<file path="src/hw/rtl/lpgf_pkg.sv">
// Shared types and constants of the line prefix gate filter.
// Used by lpgf_front, lpgf_fifo, lpgf_back and line_prefix_gate_filter_core.
package lpgf_pkg;

    localparam int unsigned MAX_MARKER_LEN = 8;
    localparam int unsigned BYTE_W         = 8;
    localparam int unsigned MARKER_W       = MAX_MARKER_LEN * BYTE_W;
    localparam int unsigned LEN_W          = 4;
    localparam int unsigned CNT_W          = $clog2(MAX_MARKER_LEN);
    localparam int unsigned CFG_IDX_W      = 3;
    localparam int unsigned CFG_DATA_W     = 64;
    localparam int unsigned FIFO_DEPTH     = 2;
    localparam int unsigned FIFO_PTR_W     = $clog2(FIFO_DEPTH);
    localparam int unsigned FIFO_CNT_W     = $clog2(FIFO_DEPTH + 1);

    localparam logic [BYTE_W-1:0] NEWLINE = 8'd10;

    localparam logic [CFG_IDX_W-1:0] REG_ENABLE_MARKER  = 3'd0;
    localparam logic [CFG_IDX_W-1:0] REG_ENABLE_LENGTH  = 3'd1;
    localparam logic [CFG_IDX_W-1:0] REG_DISABLE_MARKER = 3'd2;
    localparam logic [CFG_IDX_W-1:0] REG_DISABLE_LENGTH = 3'd3;
    localparam logic [CFG_IDX_W-1:0] REG_INITIAL_PASS   = 3'd4;

    localparam logic [1:0] MODE_START = 2'd0;
    localparam logic [1:0] MODE_COPY  = 2'd1;
    localparam logic [1:0] MODE_DROP  = 2'd2;

    typedef struct packed {
        logic [CNT_W-1:0]    held_count;
        logic [MARKER_W-1:0] held_bytes;
        logic [BYTE_W-1:0]   last_byte;
    } job_t;

endpackage

</file>
<file path="src/hw/rtl/lpgf_front.sv">
// Front end: configuration registers, line classification and prefix holding.
// Depends on lpgf_pkg; emits one job per input item that produces output.
module lpgf_front (
    input  logic                              aclk,
    input  logic                              aresetn,
    input  logic                              cfg_valid,
    input  logic [lpgf_pkg::CFG_IDX_W-1:0]    cfg_index,
    input  logic [lpgf_pkg::CFG_DATA_W-1:0]   cfg_data,
    input  logic                              in_accept,
    input  logic [lpgf_pkg::BYTE_W-1:0]       in_byte,
    input  logic                              end_of_input,
    output logic                              job_push,
    output lpgf_pkg::job_t                    job
);

    logic [lpgf_pkg::MARKER_W-1:0] enable_marker_reg;
    logic [lpgf_pkg::LEN_W-1:0]    enable_length_reg;
    logic [lpgf_pkg::MARKER_W-1:0] disable_marker_reg;
    logic [lpgf_pkg::LEN_W-1:0]    disable_length_reg;

    logic                          pass_reg, pass_next;
    logic [1:0]                    mode_reg, mode_next;
    logic [lpgf_pkg::CNT_W-1:0]    count_reg, count_next;
    logic [lpgf_pkg::BYTE_W-1:0]   hold_reg [lpgf_pkg::MAX_MARKER_LEN];
    logic                          hold_we;

    logic                          line_end;
    logic [lpgf_pkg::MARKER_W-1:0] marker;
    logic [lpgf_pkg::LEN_W-1:0]    len_raw;
    logic [lpgf_pkg::LEN_W-1:0]    len;
    logic [lpgf_pkg::BYTE_W-1:0]   marker_byte;
    logic [lpgf_pkg::LEN_W-1:0]    count_plus;
    logic [lpgf_pkg::MARKER_W-1:0] hold_flat;

    always_comb begin
        for (int i = 0; i < lpgf_pkg::MAX_MARKER_LEN; i++) begin
            hold_flat[i*lpgf_pkg::BYTE_W +: lpgf_pkg::BYTE_W] = hold_reg[i];
        end
    end

    assign line_end    = end_of_input || (in_byte == lpgf_pkg::NEWLINE);
    assign marker      = pass_reg ? disable_marker_reg : enable_marker_reg;
    assign len_raw     = pass_reg ? disable_length_reg : enable_length_reg;
    assign len         = (len_raw > lpgf_pkg::LEN_W'(lpgf_pkg::MAX_MARKER_LEN))
                         ? lpgf_pkg::LEN_W'(lpgf_pkg::MAX_MARKER_LEN) : len_raw;
    assign marker_byte = marker[count_reg*lpgf_pkg::BYTE_W +: lpgf_pkg::BYTE_W];
    assign count_plus  = lpgf_pkg::LEN_W'(count_reg) + lpgf_pkg::LEN_W'(1);

    always_comb begin
        logic decided;
        logic flag;
        decided        = 1'b0;
        flag           = pass_reg;
        pass_next      = pass_reg;
        mode_next      = mode_reg;
        count_next     = count_reg;
        hold_we        = 1'b0;
        job_push       = 1'b0;
        job.held_count = count_reg;
        job.held_bytes = hold_flat;
        job.last_byte  = in_byte;
        if (in_accept) begin
            case (mode_reg)
                lpgf_pkg::MODE_START: begin
                    if (len == '0) begin
                        decided = 1'b1;
                    end else if (marker_byte == in_byte && count_plus >= len) begin
                        flag    = ~pass_reg;
                        decided = 1'b1;
                    end else if (marker_byte != in_byte || line_end) begin
                        decided = 1'b1;
                    end else begin
                        hold_we    = 1'b1;
                        count_next = count_plus[lpgf_pkg::CNT_W-1:0];
                    end
                    if (decided) begin
                        pass_next  = flag;
                        job_push   = flag;
                        count_next = '0;
                        mode_next  = flag ? lpgf_pkg::MODE_COPY : lpgf_pkg::MODE_DROP;
                    end
                end
                lpgf_pkg::MODE_COPY: begin
                    job_push       = 1'b1;
                    job.held_count = '0;
                end
                default: begin
                end
            endcase
            if (line_end) begin
                mode_next  = lpgf_pkg::MODE_START;
                count_next = '0;
            end
        end
        if (cfg_valid && cfg_index == lpgf_pkg::REG_INITIAL_PASS) begin
            pass_next = cfg_data[0];
        end
    end

    always_ff @(posedge aclk) begin
        if (!aresetn) begin
            enable_marker_reg  <= '0;
            enable_length_reg  <= '0;
            disable_marker_reg <= '0;
            disable_length_reg <= '0;
            pass_reg           <= 1'b0;
            mode_reg           <= lpgf_pkg::MODE_START;
            count_reg          <= '0;
        end else begin
            pass_reg  <= pass_next;
            mode_reg  <= mode_next;
            count_reg <= count_next;
            if (cfg_valid) begin
                case (cfg_index)
                    lpgf_pkg::REG_ENABLE_MARKER:  enable_marker_reg  <= cfg_data;
                    lpgf_pkg::REG_ENABLE_LENGTH:
                        enable_length_reg <= cfg_data[lpgf_pkg::LEN_W-1:0];
                    lpgf_pkg::REG_DISABLE_MARKER: disable_marker_reg <= cfg_data;
                    lpgf_pkg::REG_DISABLE_LENGTH:
                        disable_length_reg <= cfg_data[lpgf_pkg::LEN_W-1:0];
                    default: begin
                    end
                endcase
            end
        end
    end

    always_ff @(posedge aclk) begin
        if (hold_we) begin
            hold_reg[count_reg] <= in_byte;
        end
    end

endmodule

</file>
<file path="src/hw/rtl/lpgf_fifo.sv">
// Short job queue between the front end and the output sequencer.
// Depends on lpgf_pkg for the job type and depth.
module lpgf_fifo (
    input  logic           aclk,
    input  logic           aresetn,
    input  logic           push,
    input  lpgf_pkg::job_t push_job,
    input  logic           pop,
    output lpgf_pkg::job_t head_job,
    output logic           empty,
    output logic           full
);

    lpgf_pkg::job_t                  mem_reg [lpgf_pkg::FIFO_DEPTH];
    logic [lpgf_pkg::FIFO_PTR_W-1:0] wr_ptr_reg, rd_ptr_reg;
    logic [lpgf_pkg::FIFO_CNT_W-1:0] fill_reg;

    assign empty    = (fill_reg == '0);
    assign full     = (fill_reg == lpgf_pkg::FIFO_CNT_W'(lpgf_pkg::FIFO_DEPTH));
    assign head_job = mem_reg[rd_ptr_reg];

    always_ff @(posedge aclk) begin
        if (!aresetn) begin
            wr_ptr_reg <= '0;
            rd_ptr_reg <= '0;
            fill_reg   <= '0;
        end else begin
            if (push) begin
                wr_ptr_reg <= wr_ptr_reg + 1'b1;
            end
            if (pop) begin
                rd_ptr_reg <= rd_ptr_reg + 1'b1;
            end
            case ({push, pop})
                2'b10:   fill_reg <= fill_reg + 1'b1;
                2'b01:   fill_reg <= fill_reg - 1'b1;
                default: fill_reg <= fill_reg;
            endcase
        end
    end

    always_ff @(posedge aclk) begin
        if (push) begin
            mem_reg[wr_ptr_reg] <= push_job;
        end
    end

endmodule

</file>
<file path="src/hw/rtl/lpgf_back.sv">
// Output sequencer: replays held prefix bytes and the deciding byte of each job.
// Depends on lpgf_pkg; drives the registered result channel.
module lpgf_back (
    input  logic                        aclk,
    input  logic                        aresetn,
    input  logic                        job_avail,
    input  lpgf_pkg::job_t              head_job,
    output logic                        job_pop,
    output logic                        m_valid,
    input  logic                        m_ready,
    output logic [lpgf_pkg::BYTE_W-1:0] m_out_byte,
    output logic                        m_last_of_run
);

    logic                          active_reg;
    logic [lpgf_pkg::CNT_W-1:0]    remain_reg;
    logic [lpgf_pkg::MARKER_W-1:0] held_reg;
    logic [lpgf_pkg::BYTE_W-1:0]   last_reg;
    logic                          final_beat;

    assign final_beat    = (remain_reg == '0);
    assign m_valid       = active_reg;
    assign m_out_byte    = final_beat ? last_reg : held_reg[lpgf_pkg::BYTE_W-1:0];
    assign m_last_of_run = final_beat;
    assign job_pop       = job_avail && (!active_reg || (m_ready && final_beat));

    always_ff @(posedge aclk) begin
        if (!aresetn) begin
            active_reg <= 1'b0;
            remain_reg <= '0;
        end else if (job_pop) begin
            active_reg <= 1'b1;
            remain_reg <= head_job.held_count;
        end else if (active_reg && m_ready) begin
            if (final_beat) begin
                active_reg <= 1'b0;
            end else begin
                remain_reg <= remain_reg - 1'b1;
            end
        end
    end

    always_ff @(posedge aclk) begin
        if (job_pop) begin
            held_reg <= head_job.held_bytes;
            last_reg <= head_job.last_byte;
        end else if (active_reg && m_ready && !final_beat) begin
            held_reg <= held_reg >> lpgf_pkg::BYTE_W;
        end
    end

endmodule

</file>
<file path="src/hw/rtl/line_prefix_gate_filter_core.sv">
// Top level of the line prefix gate filter: front end, job queue, output sequencer.
// Depends on lpgf_pkg, lpgf_front, lpgf_fifo and lpgf_back.
//
// Passes or drops whole lines of a byte stream, toggling a pass flag when a line
// opens with the enable or disable marker. Input takes one byte per cycle while
// the two-entry job queue has room. Each byte that produces output becomes one
// job; the output sequencer sends one byte per cycle while m_ready is high, so a
// line decided after k held prefix bytes yields k+1 bytes and a copied byte one.
// Configuration writes are taken every cycle (cfg_ready is always high).
module line_prefix_gate_filter_core (
    input  logic                              aclk,
    input  logic                              aresetn,
    input  logic                              cfg_valid,
    output logic                              cfg_ready,
    input  logic [lpgf_pkg::CFG_IDX_W-1:0]    cfg_index,
    input  logic [lpgf_pkg::CFG_DATA_W-1:0]   cfg_data,
    input  logic                              s_valid,
    output logic                              s_ready,
    input  logic [lpgf_pkg::BYTE_W-1:0]       s_in_byte,
    input  logic                              s_end_of_input,
    output logic                              m_valid,
    input  logic                              m_ready,
    output logic [lpgf_pkg::BYTE_W-1:0]       m_out_byte,
    output logic                              m_last_of_run
);

    logic           fifo_push;
    logic           fifo_pop;
    logic           fifo_empty;
    logic           fifo_full;
    lpgf_pkg::job_t push_job;
    lpgf_pkg::job_t head_job;

    assign cfg_ready = 1'b1;
    assign s_ready   = !fifo_full;

    lpgf_front u_front (
        .aclk         (aclk),
        .aresetn      (aresetn),
        .cfg_valid    (cfg_valid),
        .cfg_index    (cfg_index),
        .cfg_data     (cfg_data),
        .in_accept    (s_valid && s_ready),
        .in_byte      (s_in_byte),
        .end_of_input (s_end_of_input),
        .job_push     (fifo_push),
        .job          (push_job)
    );

    lpgf_fifo u_fifo (
        .aclk     (aclk),
        .aresetn  (aresetn),
        .push     (fifo_push),
        .push_job (push_job),
        .pop      (fifo_pop),
        .head_job (head_job),
        .empty    (fifo_empty),
        .full     (fifo_full)
    );

    lpgf_back u_back (
        .aclk          (aclk),
        .aresetn       (aresetn),
        .job_avail     (!fifo_empty),
        .head_job      (head_job),
        .job_pop       (fifo_pop),
        .m_valid       (m_valid),
        .m_ready       (m_ready),
        .m_out_byte    (m_out_byte),
        .m_last_of_run (m_last_of_run)
    );

`ifndef NO_ASSERTIONS
    a_no_overflow: assert property (@(posedge aclk) disable iff (!aresetn)
        fifo_push |-> (!fifo_full && s_valid))
        else $error("job pushed into a full queue");

    a_no_underflow: assert property (@(posedge aclk) disable iff (!aresetn)
        fifo_pop |-> !fifo_empty)
        else $error("job popped from an empty queue");

    a_run_continues: assert property (@(posedge aclk) disable iff (!aresetn)
        (m_valid && m_ready && !m_last_of_run) |=> m_valid)
        else $error("result run broken before its last transfer");
`endif

endmodule

</file>
<file path="config.mk">
export PLATFORM = sky130hd
export DESIGN_NAME = line_prefix_gate_filter_core
export DESIGN_NICKNAME = d
export VERILOG_FILES = /design/src/hw/rtl/lpgf_pkg.sv /design/src/hw/rtl/lpgf_front.sv /design/src/hw/rtl/lpgf_fifo.sv /design/src/hw/rtl/lpgf_back.sv /design/src/hw/rtl/line_prefix_gate_filter_core.sv
export SDC_FILE = /design/constraint.sdc
export NUM_CORES = 1
export LEC_CHECK = 0
export BUFFER_PORTS_ARGS = -buffer_cell sky130_fd_sc_hd__buf_2
export CORE_ASPECT_RATIO = 2
export CORE_MARGIN = 3
export CORE_UTILIZATION = 61
export CTS_CLUSTER_SIZE = 8
export DETAILED_ROUTE_END_ITERATION = 7
export PLACE_DENSITY = 0.92
export SYNTH_ARGS = -nofsm -noshare
export SYNTH_HDL_FRONTEND = slang
export SYNTH_SLANG_ARGS = --single-unit
</file>
<file path="constraint.sdc">
create_clock -name aclk -period 8 [get_ports aclk]
set_input_delay 1.6 -clock aclk [delete_from_list [all_inputs] [get_ports aclk]]
set_output_delay 1.6 -clock aclk [all_outputs]
set_load 0.05 [all_outputs]
</file>
==> impl_metrics.py <==
metrics = {
    "setup_path": {
        "cp.arrival_ps": 5350,
        "timing.critical_path.fanout_max": 38,
        "critPathCaptureType": "flip-flop",
        "cp.required_ps": 8210,
        "r2r_cells": 10,
        "r2r-start": "u_front.count_reg[2]",
        "cp-start-kind": "flip-flop",
        "rr_endpoint": "u_fifo.mem_reg[1][51]",
        "rrSetupSlack_ps": 2860,
        "critPathKind": "reg2reg",
    },
    "power": {
        "total_power_mw": 6.13,
        "vdd_drop_max_uv": 219,
        "p_leak_nw": 6.57,
        "power_density_mw_per_mm2": 310,
    },
    "cells_and_area": {
        "nets": 1574,
        "syn_to_final_growth_pct": 13.5,
        "fin_area_mm2": 0.0198,
        "stdcell_count": 1884,
        "final_core_util": 0.703,
        "largest_reg_flops": 150,
        "drive_gt1_frac": 0.138,
    },
    "clock_tree": {
        "cts_tree": "done",
        "cts.hold.buffers_added": 0,
        "cts.path.max_buffers": 3,
        "numCtsBuffers": 60,
        "cts_resized": 0,
        "clk_pin_slew_worst_paths_ps": 50,
        "clk_latency_ps": 590,
        "clock-sinks": 437,
        "htree_levels": 2,
        "root_buffer": "clkbuf_16",
        "cts_setup_buffers": 0,
    },
    "synth": {
        "synth_top_flop_cell": "edfxtp_1",
        "synth.most_common_cell": "nand2_1",
        "synth_commonest_cells": "301 x nand2_1, 286 x edfxtp_1, 151 x dfxtp_1, 134 x a21boi_0, 121 x mux2i_1",
        "ys_types": 61,
        "synth_nets": 1492,
        "async_flop_share": 0,
        "yosysSeqAreaShare": 0.666,
        "yosys-top-cells-area": "edfxtp_1 49%, dfxtp_1 17%, mux2i_1 6.9%",
        "yosysWarningCount": 0,
        "syn_area_mm2": 0.0174,
        "synth_edf_count": 286,
        "synthCells": 1403,
        "syn_area_per_cell_um2": 12.4,
        "synth.top_cell.area_share": 0.492,
        "ys_seq_elements": 437,
        "synth_top_cell_by_area": "edfxtp_1",
    },
    "floorplanning": {
        "die_h_um": 245,
        "dieWidth_um": 126,
        "num_rows": 87,
        "die_area_mm2": 0.0308,
        "core-area_mm2": 0.0282,
        "io_pins": 93,
        "start_util": 0.619,
    },
    "place": {
        "dp_slack_ps": 2900,
        "dpl_cell_area_mm2": 0.0181,
        "port_buffers": 91,
        "dp.cells": 1779,
        "place_congestion": 0.933,
        "place_hpwl_mm": 25.9,
    },
    "global_route": {
        "antenna_found_initial": 2,
        "grt_use_total": 0.273,
        "grt_pass1_wl_mm": 64.9,
        "grt_pass1_vias": 11894,
        "grt_max_degree": 89,
        "overflow": 0,
    },
    "timing": {
        "maxSlewHeadroom": 0.183,
        "maxSlewViolCount": 0,
        "hold_violations": 0,
        "post-route-min-period_ps": 5140,
        "fmax_mhz": 195,
        "worstMarginPinSlew_ps": 1220,
        "rsz0062_at_grt": "no",
        "fin_ws_ps": 2860,
        "setup_viol": 0,
        "min_period_over_period": 0.642,
        "hold_slack_ps": 438,
        "setup_tns_ps": 0,
        "finalClockSkew_ps": 16.8,
    },
    "routing": {
        "routed_wirelength_mm": 42.7,
        "route.vias.total": 11486,
        "drt_iter0_markers": 1074,
        "drt_first_pass_iters": 6,
        "drc_errors": 0,
        "antenna_left": 0,
        "vias_per_cell": 6.10,
        "wl_per_cell_um": 22.6,
    },
    "min_path": {
        "min_to": "u_fifo.mem_reg[0][60]",
        "hold_depth": 0,
        "min_from": "u_front.hold_reg[6][4]",
        "hold_path_class": "reg2reg",
    },
    "run_status": {
        "status": "complete, no violations",
    },
    "job": {
        "drv_cap": 0,
    },
}
routing by layer:
layer | track usage | vias up | share of wire
li1 | - | 5174 | -
met1 | 0.282 | 5569 | 0.33
met2 | 0.495 | 567 | 0.54
met3 | 0.0412 | 176 | 0.059
met4 | 0.201 | 0 | 0.073
met5 | 0 | - | 0
final cells by class:
type / instances / area (um^2)
Multi-Input combinational cell: 873 / 5470
Timing Repair Buffer: 104 / 556
Antenna cell: 2 / 5.00
Inverter: 9 / 35.0
Clock inverter: 3 / 30.0
Tap cell: 356 / 445
Fill cell: 1766 / 8380
Clock buffer: 100 / 1650
Sequential cell: 437 / 11600
report_power, final:
part	switching, mW	leakage (nW)	internal (mW)
logic	0.715	1.95	0.281
clock network	0.904	0.802	1.38
registers	0.103	3.82	2.75
total	1.72	6.57	4.41
worst max-delay path by stage:
| stage | startpoint | to | slack (ps) | cells past startpoint |
|---|---|---|---|---|
| floorplan | s_in_byte[5] | u_fifo.mem_reg[0][0] | 1540 | 7 |
| global placement | s_in_byte[5] | u_fifo.mem_reg[1][54] | 2970 | 9 |
| detailed placement | s_in_byte[5] | u_fifo.mem_reg[1][44] | 2900 | 9 |
| CTS | u_front.count_reg[2] | u_fifo.mem_reg[1][64] | 2940 | 10 |
| global route | u_front.count_reg[2] | u_fifo.mem_reg[1][40] | 2550 | 10 |
| finish | u_front.count_reg[2] | u_fifo.mem_reg[1][51] | 2860 | 10 |
cells by family after synthesis:
logic type,after synthesis,synth area share
compound gates,246,0.0957
xor+xnor,12,0.00602
fa+ha+maj,8,0.00574
buf+inv,93,0.0230
flops,437,0.666
mux,142,0.0901
other cells,1,0.000215
simple gates,464,0.114
cell usage in the layout, fill, tap and decap left out, types with 21 or more instances in the layout:
cell type and n:
mux2i_1 121, nor2_1 81, edfxtp_1 286, a21boi_0 134, clkbuf_1 40, o22ai_1 21, dfxtp_1 149, clkbuf_16 60
nand2_1 299, buf_2 90, a21oi_1 66
critical path, cell delays in order, from the launching register on:
cell and delay, ps:
dfxtp_1 1080, nand3_1 420, o22ai_1 330, nor3_1 120, and3_1 220, nor4_2 320, and4_1 290, and3_1 230
o31ai_2 130, nor2_4 930, buf_4 610
(Power assumes the default switching activity.)
